**config.mk**
```make
export PLATFORM = sky130hd
export DESIGN_NAME = ordered_list_engine
export DESIGN_NICKNAME = d
export VERILOG_FILES = /design/src/ole_pkg.sv /design/src/ole_ram.sv /design/src/ole_datapath.sv /design/src/ole_ctrl.sv /design/src/ordered_list_engine.sv
export VERILOG_INCLUDE_DIRS = /design/src /design/src/src
export SDC_FILE = /design/constraint.sdc
export NUM_CORES = 1
export LEC_CHECK = 0
export CAP_MARGIN = 30
export CELL_PAD_IN_SITES_DETAIL_PLACEMENT = 1
export CELL_PAD_IN_SITES_GLOBAL_PLACEMENT = 1
export CORE_MARGIN = 2
export CORE_UTILIZATION = 45
export DETAILED_ROUTE_END_ITERATION = 7
export DONT_BUFFER_PORTS = 1
export GPL_ROUTABILITY_DRIVEN = 1
export PLACE_DENSITY_LB_ADDON = 0.1
export REMOVE_ABC_BUFFERS = 1
export SYNTH_ARGS = -nofsm -noshare
export SYNTH_HDL_FRONTEND = slang
export SYNTH_SLANG_ARGS = --single-unit
```
**constraint.sdc**
```tcl
create_clock -name clk -period 5.35 [get_ports clk]
set_clock_uncertainty 0.2 [all_clocks]
set_input_delay 1.07 -clock clk [delete_from_list [all_inputs] [get_ports clk]]
set_output_delay 1.07 -clock clk [all_outputs]
set_load 0.02 [all_outputs]
```
**src/ordered_list_engine_assert.svh**
```systemverilog
// Assertion macros shared by the ordered list engine RTL.
// Each macro samples on clk and is disabled while rst is high.
`ifndef ORDERED_LIST_ENGINE_ASSERT_SVH
`define ORDERED_LIST_ENGINE_ASSERT_SVH

// Condition that holds at every clock edge.
`define OLE_CHECK(label, cond, msg) \
  label: assert property (@(posedge clk) disable iff (rst) (cond)) else $error(msg);

// Same-cycle implication.
`define OLE_IMPLY(label, ante, cons, msg) \
  label: assert property (@(posedge clk) disable iff (rst) (ante) |-> (cons)) else $error(msg);

// Next-cycle implication.
`define OLE_NEXT(label, ante, cons, msg) \
  label: assert property (@(posedge clk) disable iff (rst) (ante) |=> (cons)) else $error(msg);

`endif

```
**src/ole_pkg.sv**
```systemverilog
// Package for the ordered list engine: sizes, beat types, codes and the
// controller/datapath command and status structs. No dependencies.
`timescale 1ns / 1ps
`default_nettype none

package ole_pkg;

  localparam int DEPTH      = 16;
  localparam int WORD_WIDTH = 32;
  localparam int IDX_W      = $clog2(DEPTH);
  localparam int CNT_W      = $clog2(DEPTH + 1);

  typedef enum logic [1:0] {
    MODE_APPEND = 2'd0,
    MODE_DELETE = 2'd1,
    MODE_SWAP   = 2'd2,
    MODE_READ   = 2'd3
  } mode_t;

  typedef enum logic [1:0] {
    STAT_OK        = 2'd0,
    STAT_FULL      = 2'd1,
    STAT_NOT_FOUND = 2'd2,
    STAT_SHORT     = 2'd3
  } status_t;

  typedef struct packed {
    mode_t                         mode;
    logic signed [WORD_WIDTH-1:0]  value;
  } item_t;

  typedef struct packed {
    status_t                       status;
    logic [CNT_W-1:0]              list_length;
    logic signed [WORD_WIDTH-1:0]  element;
    logic                          element_valid;
    logic                          last;
  } result_t;

  typedef enum logic [3:0] {
    S_IDLE,
    S_APPEND,
    S_SCAN_REQ,
    S_SCAN_CMP,
    S_SHIFT_REQ,
    S_SHIFT_WR,
    S_SWAP_RD1,
    S_SWAP_RD2,
    S_SWAP_WR1,
    S_SWAP_WR2,
    S_READ_REQ,
    S_READ_EMIT,
    S_RESULT
  } state_t;

  typedef enum logic [2:0] {
    ASEL_IDX,
    ASEL_IDX_P1,
    ASEL_ONE,
    ASEL_LAST,
    ASEL_COUNT
  } addr_sel_t;

  typedef enum logic [1:0] {
    WSEL_KEY,
    WSEL_RDATA,
    WSEL_TMP
  } wdata_sel_t;

  typedef struct packed {
    logic        capture;
    logic        idx_inc;
    logic        rd_en;
    addr_sel_t   rd_sel;
    logic        wr_en;
    addr_sel_t   wr_sel;
    wdata_sel_t  wdata_sel;
    logic        tmp_load;
    logic        cnt_inc;
    logic        cnt_dec;
    logic        set_status;
    status_t     status_code;
    logic        out_load;
    logic        out_elem;
  } dp_cmd_t;

  typedef struct packed {
    logic full;
    logic empty;
    logic short_list;
    logic idx_at_end;
    logic idx_last;
    logic match;
    logic slot_free;
  } dp_status_t;

endpackage

`default_nettype wire

```
**src/ole_ram.sv**
```systemverilog
// Generic single-write, single-read RAM with a registered read port.
// Stand-alone; no package dependency.
`timescale 1ns / 1ps
`default_nettype none

module ole_ram #(
  parameter int WIDTH = 32,
  parameter int DEPTH = 16
) (
  input  wire logic                     clk,
  input  wire logic                     wr_en,
  input  wire logic [$clog2(DEPTH)-1:0] wr_addr,
  input  wire logic [WIDTH-1:0]         wr_data,
  input  wire logic                     rd_en,
  input  wire logic [$clog2(DEPTH)-1:0] rd_addr,
  output logic      [WIDTH-1:0]         rd_data
);

  logic [WIDTH-1:0] mem [DEPTH];

  always_ff @(posedge clk) begin
    if (wr_en) begin
      mem[wr_addr] <= wr_data;
    end
    // hold the last read word while no read is issued
    if (rd_en) begin
      rd_data <= mem[rd_addr];
    end
  end

endmodule

`default_nettype wire

```
**src/ole_datapath.sv**
```systemverilog
// Datapath of the ordered list engine: entry RAM, count, index, key and
// swap holding registers, status and the result output register. Uses ole_pkg, ole_ram.
`timescale 1ns / 1ps
`default_nettype none
`include "ordered_list_engine_assert.svh"

module ole_datapath import ole_pkg::*; (
  input  wire logic                          clk,
  input  wire logic                          rst,
  input  wire dp_cmd_t                       cmd,
  input  wire logic signed [WORD_WIDTH-1:0]  item_value,
  input  wire logic                          result_stall,
  output dp_status_t                         status,
  output logic                               result_valid,
  output result_t                            result
);

  logic [CNT_W-1:0]             count;
  logic [CNT_W-1:0]             idx;
  logic signed [WORD_WIDTH-1:0] key;
  logic [WORD_WIDTH-1:0]        tmp;
  status_t                      status_reg;
  result_t                      out_reg;
  logic                         out_valid;

  logic [CNT_W-1:0]      idx_p1;
  logic [CNT_W-1:0]      last_pos;
  logic [IDX_W-1:0]      rd_addr;
  logic [IDX_W-1:0]      wr_addr;
  logic [WORD_WIDTH-1:0] wr_data;
  logic [WORD_WIDTH-1:0] rd_data;

  assign idx_p1   = idx + 1'b1;
  assign last_pos = count - 1'b1;

  function automatic logic [IDX_W-1:0] pick_addr(
    input addr_sel_t        sel,
    input logic [CNT_W-1:0] i,
    input logic [CNT_W-1:0] ip1,
    input logic [CNT_W-1:0] lst,
    input logic [CNT_W-1:0] cnt
  );
    logic [IDX_W-1:0] a;
    case (sel)
      ASEL_IDX:    a = i[IDX_W-1:0];
      ASEL_IDX_P1: a = ip1[IDX_W-1:0];
      ASEL_ONE:    a = IDX_W'(1);
      ASEL_LAST:   a = lst[IDX_W-1:0];
      ASEL_COUNT:  a = cnt[IDX_W-1:0];
      default:     a = '0;
    endcase
    return a;
  endfunction

  assign rd_addr = pick_addr(cmd.rd_sel, idx, idx_p1, last_pos, count);
  assign wr_addr = pick_addr(cmd.wr_sel, idx, idx_p1, last_pos, count);

  always_comb begin
    case (cmd.wdata_sel)
      WSEL_KEY:   wr_data = key;
      WSEL_RDATA: wr_data = rd_data;
      WSEL_TMP:   wr_data = tmp;
      default:    wr_data = key;
    endcase
  end

  ole_ram #(
    .WIDTH (WORD_WIDTH),
    .DEPTH (DEPTH)
  ) u_ram (
    .clk     (clk),
    .wr_en   (cmd.wr_en),
    .wr_addr (wr_addr),
    .wr_data (wr_data),
    .rd_en   (cmd.rd_en),
    .rd_addr (rd_addr),
    .rd_data (rd_data)
  );

  // control registers
  always_ff @(posedge clk) begin
    if (rst) begin
      count     <= '0;
      idx       <= '0;
      out_valid <= 1'b0;
    end else begin
      if (cmd.cnt_inc) begin
        count <= count + 1'b1;
      end else if (cmd.cnt_dec) begin
        count <= count - 1'b1;
      end
      if (cmd.capture) begin
        idx <= '0;
      end else if (cmd.idx_inc) begin
        idx <= idx_p1;
      end
      if (cmd.out_load) begin
        out_valid <= 1'b1;
      end else if (!result_stall) begin
        out_valid <= 1'b0;
      end
    end
  end

  // payload registers
  always_ff @(posedge clk) begin
    if (cmd.capture) begin
      key <= item_value;
    end
    if (cmd.tmp_load) begin
      tmp <= rd_data;
    end
    if (cmd.capture) begin
      status_reg <= STAT_OK;
    end else if (cmd.set_status) begin
      status_reg <= cmd.status_code;
    end
    if (cmd.out_load) begin
      out_reg.list_length <= count;
      if (cmd.out_elem) begin
        out_reg.status        <= STAT_OK;
        out_reg.element       <= rd_data;
        out_reg.element_valid <= 1'b1;
        out_reg.last          <= status.idx_last;
      end else begin
        out_reg.status        <= status_reg;
        out_reg.element       <= '0;
        out_reg.element_valid <= 1'b0;
        out_reg.last          <= 1'b1;
      end
    end
  end

  assign status.full       = (count == CNT_W'(DEPTH));
  assign status.empty      = (count == '0);
  assign status.short_list = (count < CNT_W'(3));
  assign status.idx_at_end = (idx == count);
  assign status.idx_last   = (idx_p1 == count);
  assign status.match      = (rd_data == key);
  assign status.slot_free  = !out_valid || !result_stall;

  assign result_valid = out_valid;
  assign result       = out_reg;

  `OLE_CHECK(a_count_bound, count <= CNT_W'(DEPTH), "entry count above depth")
  `OLE_IMPLY(a_load_free, cmd.out_load, status.slot_free, "result loaded over a waiting beat")
  `OLE_IMPLY(a_elem_ok, result_valid && result.element_valid, result.status == STAT_OK,
             "entry beat carries a non-ok status")
  `OLE_NEXT(a_inc_not_full, cmd.cnt_inc, count != '0, "count wrapped on append")

endmodule

`default_nettype wire

```
**src/ole_ctrl.sv**
```systemverilog
// Controller state machine of the ordered list engine. Sequences RAM
// accesses and result beats through dp_cmd_t; uses ole_pkg.
`timescale 1ns / 1ps
`default_nettype none

module ole_ctrl import ole_pkg::*; (
  input  wire logic       clk,
  input  wire logic       rst,
  input  wire logic       item_valid,
  input  wire mode_t      item_mode,
  input  wire dp_status_t status,
  output logic            item_stall,
  output dp_cmd_t         cmd
);

  state_t state;
  state_t state_next;

  always_ff @(posedge clk) begin
    if (rst) begin
      state <= S_IDLE;
    end else begin
      state <= state_next;
    end
  end

  always_comb begin
    state_next = state;
    case (state)
      S_IDLE: begin
        if (item_valid) begin
          case (item_mode)
            MODE_APPEND: state_next = S_APPEND;
            MODE_DELETE: state_next = S_SCAN_REQ;
            MODE_SWAP:   state_next = S_SWAP_RD1;
            MODE_READ:   state_next = S_READ_REQ;
            default:     state_next = S_IDLE;
          endcase
        end
      end
      S_APPEND:    state_next = S_RESULT;
      S_SCAN_REQ:  state_next = status.idx_at_end ? S_RESULT : S_SCAN_CMP;
      S_SCAN_CMP:  state_next = status.match ? S_SHIFT_REQ : S_SCAN_REQ;
      S_SHIFT_REQ: state_next = status.idx_last ? S_RESULT : S_SHIFT_WR;
      S_SHIFT_WR:  state_next = S_SHIFT_REQ;
      S_SWAP_RD1:  state_next = status.short_list ? S_RESULT : S_SWAP_RD2;
      S_SWAP_RD2:  state_next = S_SWAP_WR1;
      S_SWAP_WR1:  state_next = S_SWAP_WR2;
      S_SWAP_WR2:  state_next = S_RESULT;
      S_READ_REQ:  state_next = status.empty ? S_RESULT : S_READ_EMIT;
      S_READ_EMIT: begin
        if (status.slot_free) begin
          state_next = status.idx_last ? S_IDLE : S_READ_REQ;
        end
      end
      S_RESULT: begin
        if (status.slot_free) begin
          state_next = S_IDLE;
        end
      end
      default: state_next = S_IDLE;
    endcase
  end

  always_comb begin
    cmd        = '0;
    item_stall = (state != S_IDLE);
    case (state)
      S_IDLE: begin
        cmd.capture = item_valid;
      end
      S_APPEND: begin
        if (status.full) begin
          cmd.set_status  = 1'b1;
          cmd.status_code = STAT_FULL;
        end else begin
          cmd.wr_en     = 1'b1;
          cmd.wr_sel    = ASEL_COUNT;
          cmd.wdata_sel = WSEL_KEY;
          cmd.cnt_inc   = 1'b1;
        end
      end
      S_SCAN_REQ: begin
        if (status.idx_at_end) begin
          cmd.set_status  = 1'b1;
          cmd.status_code = STAT_NOT_FOUND;
        end else begin
          cmd.rd_en  = 1'b1;
          cmd.rd_sel = ASEL_IDX;
        end
      end
      S_SCAN_CMP: begin
        cmd.idx_inc = !status.match;
      end
      S_SHIFT_REQ: begin
        if (status.idx_last) begin
          cmd.cnt_dec = 1'b1;
        end else begin
          cmd.rd_en  = 1'b1;
          cmd.rd_sel = ASEL_IDX_P1;
        end
      end
      S_SHIFT_WR: begin
        cmd.wr_en     = 1'b1;
        cmd.wr_sel    = ASEL_IDX;
        cmd.wdata_sel = WSEL_RDATA;
        cmd.idx_inc   = 1'b1;
      end
      S_SWAP_RD1: begin
        if (status.short_list) begin
          cmd.set_status  = 1'b1;
          cmd.status_code = STAT_SHORT;
        end else begin
          cmd.rd_en  = 1'b1;
          cmd.rd_sel = ASEL_ONE;
        end
      end
      S_SWAP_RD2: begin
        cmd.tmp_load = 1'b1;
        cmd.rd_en    = 1'b1;
        cmd.rd_sel   = ASEL_LAST;
      end
      S_SWAP_WR1: begin
        cmd.wr_en     = 1'b1;
        cmd.wr_sel    = ASEL_ONE;
        cmd.wdata_sel = WSEL_RDATA;
      end
      S_SWAP_WR2: begin
        cmd.wr_en     = 1'b1;
        cmd.wr_sel    = ASEL_LAST;
        cmd.wdata_sel = WSEL_TMP;
      end
      S_READ_REQ: begin
        if (!status.empty) begin
          cmd.rd_en  = 1'b1;
          cmd.rd_sel = ASEL_IDX;
        end
      end
      S_READ_EMIT: begin
        if (status.slot_free) begin
          cmd.out_load = 1'b1;
          cmd.out_elem = 1'b1;
          cmd.idx_inc  = 1'b1;
        end
      end
      S_RESULT: begin
        cmd.out_load = status.slot_free;
      end
      default: begin
        cmd = '0;
      end
    endcase
  end

endmodule

`default_nettype wire

```
**src/ordered_list_engine.sv**
```systemverilog
// Top level of the ordered list engine: bounded ordered list of signed words.
// Instantiates ole_ctrl and ole_datapath; uses ole_pkg.
//
// Usage:
//   item channel (item_valid / item_stall / item): one beat per operation,
//     item.mode selects append, delete first match, swap second and last,
//     or read out; item.value is the word to append or the key to delete.
//   result channel (result_valid / result_stall / result): one beat per
//     operation, or one beat per entry on read out with result.last set on
//     the final one. An empty read out gives a single beat with last set.
//   A beat moves at a rising edge with valid high and stall low.
// Sequencing (one item at a time; the next item is taken only after its result is loaded):
//   a swap on a list that is too short ends early with a short status. The entry RAM
//   has one write and one read port with a registered read, so each entry moved or
//   inspected takes a read state and then a compare or write state.
// item_stall is low only while the controller is idle, after each result load;
//   a new item is taken while the previous result waits in the output register.
// Reset empties the list; RAM contents are not cleared, only the count.
// When the receiver stalls, the result register holds its beat and the
//   controller waits before loading the next one.
`timescale 1ns / 1ps
`default_nettype none

module ordered_list_engine import ole_pkg::*; (
  input  wire logic    clk,
  input  wire logic    rst,
  input  wire logic    item_valid,
  output logic         item_stall,
  input  wire item_t   item,
  output logic         result_valid,
  input  wire logic    result_stall,
  output result_t      result
);

  dp_cmd_t    cmd;
  dp_status_t status;

  // sequence the operation; the mode is only looked at on the accept beat
  ole_ctrl u_ctrl (
    .clk        (clk),
    .rst        (rst),
    .item_valid (item_valid),
    .item_mode  (item.mode),
    .status     (status),
    .item_stall (item_stall),
    .cmd        (cmd)
  );

  // hold the list, the key and the result beat
  ole_datapath u_datapath (
    .clk          (clk),
    .rst          (rst),
    .cmd          (cmd),
    .item_value   (item.value),
    .result_stall (result_stall),
    .status       (status),
    .result_valid (result_valid),
    .result       (result)
  );

endmodule

`default_nettype wire
```
# Yosys cells after proc, flatten, opt, wreduce, memory -nomap -nowiden
# Memory sizes are Yosys's and may differ from the RTL's. A register that Yosys moved wholly into a read port is not among the register bits.
# Index checks and enable logic that the tools add are counted.
[op_classes] n_addsub=3 order_cmp=1 n_eq_ne=33 n_mux=43 reduce_logical=14
[ops] cell="case mux 32 bit (2 select lines)" n=1
[ops] cell="case mux 4 bit (5 select lines)" n=3
[ops] cell="case mux 4 bit (12 select lines)" n=1
[ops] cell="two-way mux 4 bit" n=11
[ops] cell="equality test 32 bit" n=1
[ops] cell="case mux 6 bit (4 select lines)" n=1
[ops] cell="equality test 4 bit, second input constant" n=5
[ops] cell="equality test 4 x 3 -> 1 bit, second input constant" n=4
[ops] cell="case mux 4 bit (4 select lines)" n=1
[ops] cell="two-way mux 3 bit" n=5
[ops] cell="equality test 3 x 2 -> 1 bit, second input constant" n=4
[ops] cell="two-way mux 1 bit" n=12
[ops] cell="adder 5 x 1 -> 5 bit, second input constant" n=2
[ops] cell="equality test 5 bit" n=2
[ops] cell="two-way mux 5 bit" n=2
[ops] cell="case mux 3 bit (3 select lines)" n=1
[ops] cell="equality test 4 x 2 -> 1 bit, second input constant" n=2
[ops] cell="equality test 2 bit, second input constant" n=3
[ops] cell="equality test 3 x 1 -> 1 bit, second input constant" n=2
[ops] cell="equality test 3 bit, second input constant" n=2
[ops] cell="zero test 3 bit" n=2
[ops] cell="two-way mux 6 bit" n=1
[ops] cell="inequality test 2 x 1 -> 1 bit, second input constant" n=3
[ops] cell="equality test 5 bit, second input constant" n=1
[ops] cell="17 further kinds" n=22
[word_totals] reg_bits=122 ramBits=512 inputBits=38 output_inout_bits=43 word_cells=107 mem_count=1
[mem_list] memory="u_datapath.u_ram.mem" depth=16 word_bits=32 rd=1 rd_clocked_by_memory_dff=1 write_ports=1 line="ole_ram.sv:19" source="logic [WIDTH-1:0] mem [DEPTH];"

# Depth between registers and ports, before layout
[logic_depth] ltp_word=6 depth_mapped=14 depth_no_buf=10

# Hierarchy
# A second synthesis with hierarchy kept.
[unflattened] hier_cells=1385 hier_area_um2=26307.7
[by_module_without_submodules] module="ole_ram" n_inst=1 cells_each=838 area_per_inst_um2=20155.6 seq_area_each_um2=16335.7
[by_module_without_submodules] module="ole_datapath" n_inst=1 cells_each=447 area_per_inst_um2=5462.7 seq_area_each_um2=3413.3
[by_module_without_submodules] module="ole_ctrl" n_inst=1 cells_each=100 area_per_inst_um2=689.4 seq_area_each_um2=80.1

# Worst setup path before layout
# No wires, ideal clock.
[synth_timing] path_kind="register to register" from="reg u_datapath.count[0]" to="mem u_datapath.u_ram.mem[6][0], enable pin" setup_ns=0.421 t_arrival_ns=3.269 required_ns=4.729 path_slack_ns=1.460 stages_incl_launch_ff=12 n_path_buf=2 period_less_slack_ns=3.890 path_cell_list="dfxtp_1 buf_4 inv_1 ha_1 nor3b_1 nand2_1 and3_1 clkbuf_1 o21ai_0 and3_1 nand2_1 nor2_1"
[synth_between] elab_chain_cells=5 word_cells_on_any_way=12 classes_between="1 x add/sub; 5 x eq/ne; 5 x mux; 1 x reduce/logical"
[synth_rtl] item="start, declared" line="ole_datapath.sv:18" source="logic [CNT_W-1:0] count;"
[synth_rtl] item="start signal, assigned" line="ole_datapath.sv:88" source="count <= count + 1'b1;"
[synth_rtl] item="start signal, assigned" line="ole_datapath.sv:90" source="count <= count - 1'b1;"
[synth_rtl] item="equality test 5 bit" line="ole_datapath.sv:134" source="assign status.full = (count == CNT_W'(DEPTH));"
[synth_rtl] item="two-way mux 6 bit" line="ole_ctrl.sv:73" source="if (status.full) begin"
[synth_rtl] item="case mux 6 bit (4 select lines)" line="ole_ctrl.sv:68" source="case (state)"
[synth_rtl] item="equality test 3 bit (tied with other cells)" line="ole_datapath.sv:44" source="case (sel)"
[synth_rtl] item="case mux 4 bit (5 select lines) / two-way mux 1 bit (equally long branches)" line="ole_datapath.sv:44, ole_ram.sv:23"
[synth_rtl] item="end, declared" line="ole_ram.sv:19"
# Parallel ways exist; a longest one is shown, timed or not.

# Final worst setup path
[layout_timing] from="reg u_ctrl.state[2]" to="reg u_datapath.u_ram.rd_data[23] (read register of u_datapath.u_ram.mem), data pin"
[layout_between] elab_chain_cells=4 word_cells_on_any_way=12 classes_between="9 x eq/ne; 2 x mux; 1 x reduce/logical"
[layout_rtl] item="start, declared" line="ole_ctrl.sv:16" source="state_t state;"
[layout_rtl] item="start signal, assigned" line="ole_ctrl.sv:23" source="state <= state_next;"
[layout_rtl] item="equality test 4 bit (tied with other cells)" line="ole_ctrl.sv:68"
[layout_rtl] item="case mux 4 bit (5 select lines) (*)" line="ole_ctrl.sv:68"
[layout_rtl] item="equality test 3 bit (tied with other cells)" line="ole_datapath.sv:44"
[layout_rtl] item="case mux 4 bit (5 select lines)" line="ole_datapath.sv:44"
[layout_rtl] item="end, declared" line="ole_ram.sv:16" source="output logic [WIDTH-1:0] rd_data"
# Mark *: on every way between the ends. The rest lies on a longest branch, timed or not.
# A chain may end at the register's enable or synchronous reset.

==> results.sh <==
export IMPL_status="completed"
export IMPL_clockPowerShare=0.318
export IMPL_min_path_type="flip-flop to flip-flop"
export IMPL_synth_cells=1821
export IMPL_cts_buffer_depth=3
export IMPL_finalSetupTns_ns=0
export IMPL_post_dp_hpwl_um=43300
export IMPL_top_register="u_datapath.u_ram.mem"
export IMPL_root_buffer="clkbuf_16"
export IMPL_seq_area_frac_synth=0.729
export IMPL_crit_path_cell_trace="nand2b_1, a211oi_1, nand2b_1, a21oi_1, a211oi_4, buf_12, nand2_1, and3_1, o32ai_1, a221o_1"
export IMPL_core_area_um2=60000
export IMPL_gr_usage_all_layers=0.252
export IMPL_grt_antenna_before_repair=1
export IMPL_synthFlopType="edfxtp_1"
export IMPL_clkSinkCount=666
export IMPL_path_class="flip-flop to flip-flop"
export IMPL_r2r_slack_ns=0.98
export IMPL_post_route_drc_count=0
export IMPL_slew_viol_final=0
export IMPL_reg2reg_to="u_datapath.u_ram.rd_data[23]"
export IMPL_drive_gt1_frac=0.142
export IMPL_crit_end="u_datapath.u_ram.rd_data[23]"
export IMPL_rr_startpoint="u_ctrl.state[2]"
export IMPL_overflow=0
export IMPL_cp_data_required_time_ns=5.61
export IMPL_ant_nets=0
export IMPL_dpl_cell_count=2568
export IMPL_critPathMaxFanout=94
export IMPL_post_route_util=0.517
export IMPL_hold_viol_final=0
export IMPL_synth_top_family_by_area="compound AO/OA/AOI/OAI gates"
export IMPL_ys_warn_count=0
export IMPL_synth_adder_area_share=0.00230
export IMPL_worstSkewPairLatency_ns=0.62
export IMPL_synth_simple_gate_area_share=0.0932
export IMPL_path_clk_slew_ns=0.06
export IMPL_muxShareOfSynthArea=0.0380
export IMPL_portBuffers=0
export IMPL_placedInstanceArea_um2=28600
export IMPL_cts_htree_levels=3
export IMPL_synth_xor_area_frac=0.0167
export IMPL_final_area_um2=31000
export IMPL_critical_path_arrival_ns=4.63
export IMPL_wl_per_cell_um=29.0
export IMPL_ys_types=59
export IMPL_path_common_cell="nand2b_1"
export IMPL_cts_resized=0
export IMPL_cts_setup_buffers=0
export IMPL_path_delay_family="compound AO/OA/AOI/OAI gates"
export IMPL_syn2layout_area_growth_pct=14.1
export IMPL_num_rows=90
export IMPL_synth_edf_count=649
export IMPL_mostFrequentLayoutCells="edfxtp_1 (649), nand2_1 (251), and2_1 (128)"
export IMPL_grt_pass1_vias=16687
export IMPL_power_mw=15.9
export IMPL_final_common_cell="edfxtp_1"
export IMPL_drt_initial_drc_count=1410
export IMPL_critical_path_slowest_cell="a211oi_4"
export IMPL_die_h_um=250
export IMPL_reg2regPathDepth=10
export IMPL_synthesis_area_um2=27200
export IMPL_path_buf_inv=1
export IMPL_async_flop_share=0
export IMPL_dieArea_um2=62400
export IMPL_power_frac_seq=0.457
export IMPL_grt_max_degree=159
export IMPL_wl_um=78100
export IMPL_min_period_over_period=0.818
export IMPL_nets=1903
export IMPL_leakage_nw=9.97
export IMPL_swShare=0.301
export IMPL_p_comb_frac=0.226
export IMPL_crit_cells=10
export IMPL_cp_startpoint="u_ctrl.state[2]"
export IMPL_rsz0062_at_grt="no"
export IMPL_cap_viol_max_count=0
export IMPL_cts_tree="yes"
export IMPL_start_util=0.453
export IMPL_post_layout_nonfiller_instances=2697
export IMPL_p_switching_mw=4.79
export IMPL_synth_compound_area_share=0.0975
export IMPL_grt_pass1_wl_um=114000
export IMPL_io_pins=81
export IMPL_slew_headroom=0.348
export IMPL_cp_start_kind="flip-flop"
export IMPL_setup_viol=0
export IMPL_gp_congestion=0.857
export IMPL_max_stage_delay_ns=0.85
export IMPL_cp_end_kind="flip-flop"
export IMPL_largest_reg_flops=512
export IMPL_layout_min_cycle_time_ns=4.37
export IMPL_synth_seq_cells=666
export IMPL_cts_buffers=72
export IMPL_p_int_mw=11.1
export IMPL_vias=16135
export IMPL_ir_drop_v=0.000564
export IMPL_max_freq_mhz=229
export IMPL_powerDensity_nw_per_um2=512
export IMPL_synth_avg_cell_area_um2=14.9
export IMPL_num_antenna_cells=0
export IMPL_holdBufCountCts=0
export IMPL_die_w_um=250
export IMPL_worstMarginPinSlew_ns=0.974
export IMPL_avgViaCountPerCell=5.98
export IMPL_drtPass1Iterations=5
-- routing by layer --
metal / vias to the layer above / track usage / share of wire
met4: 0 / 0.0738 / 0.027
met1: 8426 / 0.351 / 0.43
met2: 518 / 0.404 / 0.48
met5: - / 0 / 0
li1: 7059 / - / -
met3: 132 / 0.0487 / 0.062
-- area by class of cell --
class,instances,area [um2]
Multi-Input combinational cell,1026,6930
Sequential cell,666,19800
Fill cell,5674,29000
Inverter,9,33.8
Timing Repair Buffer,85,863
Clock buffer,94,1970
Clock inverter,35,412
Tap cell,782,978
-- metrics by stage --
stage | setup slack, ns | hold WS (ns)
6_report | 0.976 | 0.255
5_1_grt | 0.718 | 0.281
4_1_cts | 1.01 | 0.257
3_5_place_dp | 1.04 | 0.249
3_3_place_gp | 1.09 | 0.242
2_1_floorplan | -6.14 | 0.232
-- worst min-delay path by stage --
| stage | from | end | slack, ns | cells after the start |
|---|---|---|---|---|
| after floorplan | u_datapath.status_reg[1] | u_datapath.status_reg[1] | 0.23 | 2 |
| after global placement | u_datapath.status_reg[1] | u_datapath.status_reg[1] | 0.24 | 2 |
| after detailed placement | u_datapath.status_reg[1] | u_datapath.status_reg[1] | 0.25 | 2 |
| after CTS | u_datapath.status_reg[1] | u_datapath.status_reg[1] | 0.26 | 2 |
| after global routing | u_datapath.status_reg[1] | u_datapath.status_reg[1] | 0.28 | 2 |
| final | u_datapath.status_reg[1] | u_datapath.status_reg[1] | 0.25 | 2 |
-- power by group through the flow --
stage	registers, mW	logic (mW)	clock network [mW]
after floorplan	7.27	2.19	0
final	7.25	3.58	5.04
after detailed placement	7.36	3.56	0
after global routing	7.29	3.90	5.32
after CTS	7.26	3.60	5.15
after global placement	7.35	3.48	0
-- synthesized netlist by cell type, types with 6 or more instances --
master | count | share of area
a31oi_1 | 67 | 0.015
xnor2_1 | 9 | 0.0029
and2_1 | 128 | 0.029
inv_1 | 9 | 0.0012
nor4_1 | 10 | 0.0023
buf_6 | 12 | 0.0050
clkbuf_1 | 71 | 0.0098
nor2_1 | 44 | 0.0061
xor2_1 | 39 | 0.013
mux2_1 | 6 | 0.0025
mux2_2 | 27 | 0.011
a22oi_1 | 33 | 0.0091
o21ai_0 | 43 | 0.0079
buf_2 | 32 | 0.0059
o32ai_1 | 33 | 0.011
a221o_1 | 33 | 0.012
nand2b_1 | 11 | 0.0025
nand3_1 | 12 | 0.0022
nor2b_1 | 7 | 0.0016
nand2_1 | 253 | 0.035
edfxtp_1 | 649 | 0.72
a21oi_1 | 19 | 0.0035
a211oi_1 | 73 | 0.020
mux2i_1 | 66 | 0.024
and3_1 | 38 | 0.0087
dfxtp_1 | 17 | 0.013
a211oi_2 | 26 | 0.012
-- worst reg2reg max path, delay by kind of cell (launching register included) --
family | cells | cell delay [ns]
buf+inv | 1 | 0.45
compound gates | 5 | 2.20
simple gates | 4 | 0.71
flops | 1 | 0.68
-- cell families (layout without fill, tap and decap cells) --
kind of cell | Yosys count | count (layout)
AND/OR/NAND/NOR | 524 | 524
AO/OA/AOI/OAI | 348 | 348
buffers and inverters | 129 | 223
XOR/XNOR | 50 | 50
adder cells (fa/ha/maj) | 5 | 5
multiplexers | 99 | 99
flip-flops | 666 | 666
Power figures use the tool's default switching activity.
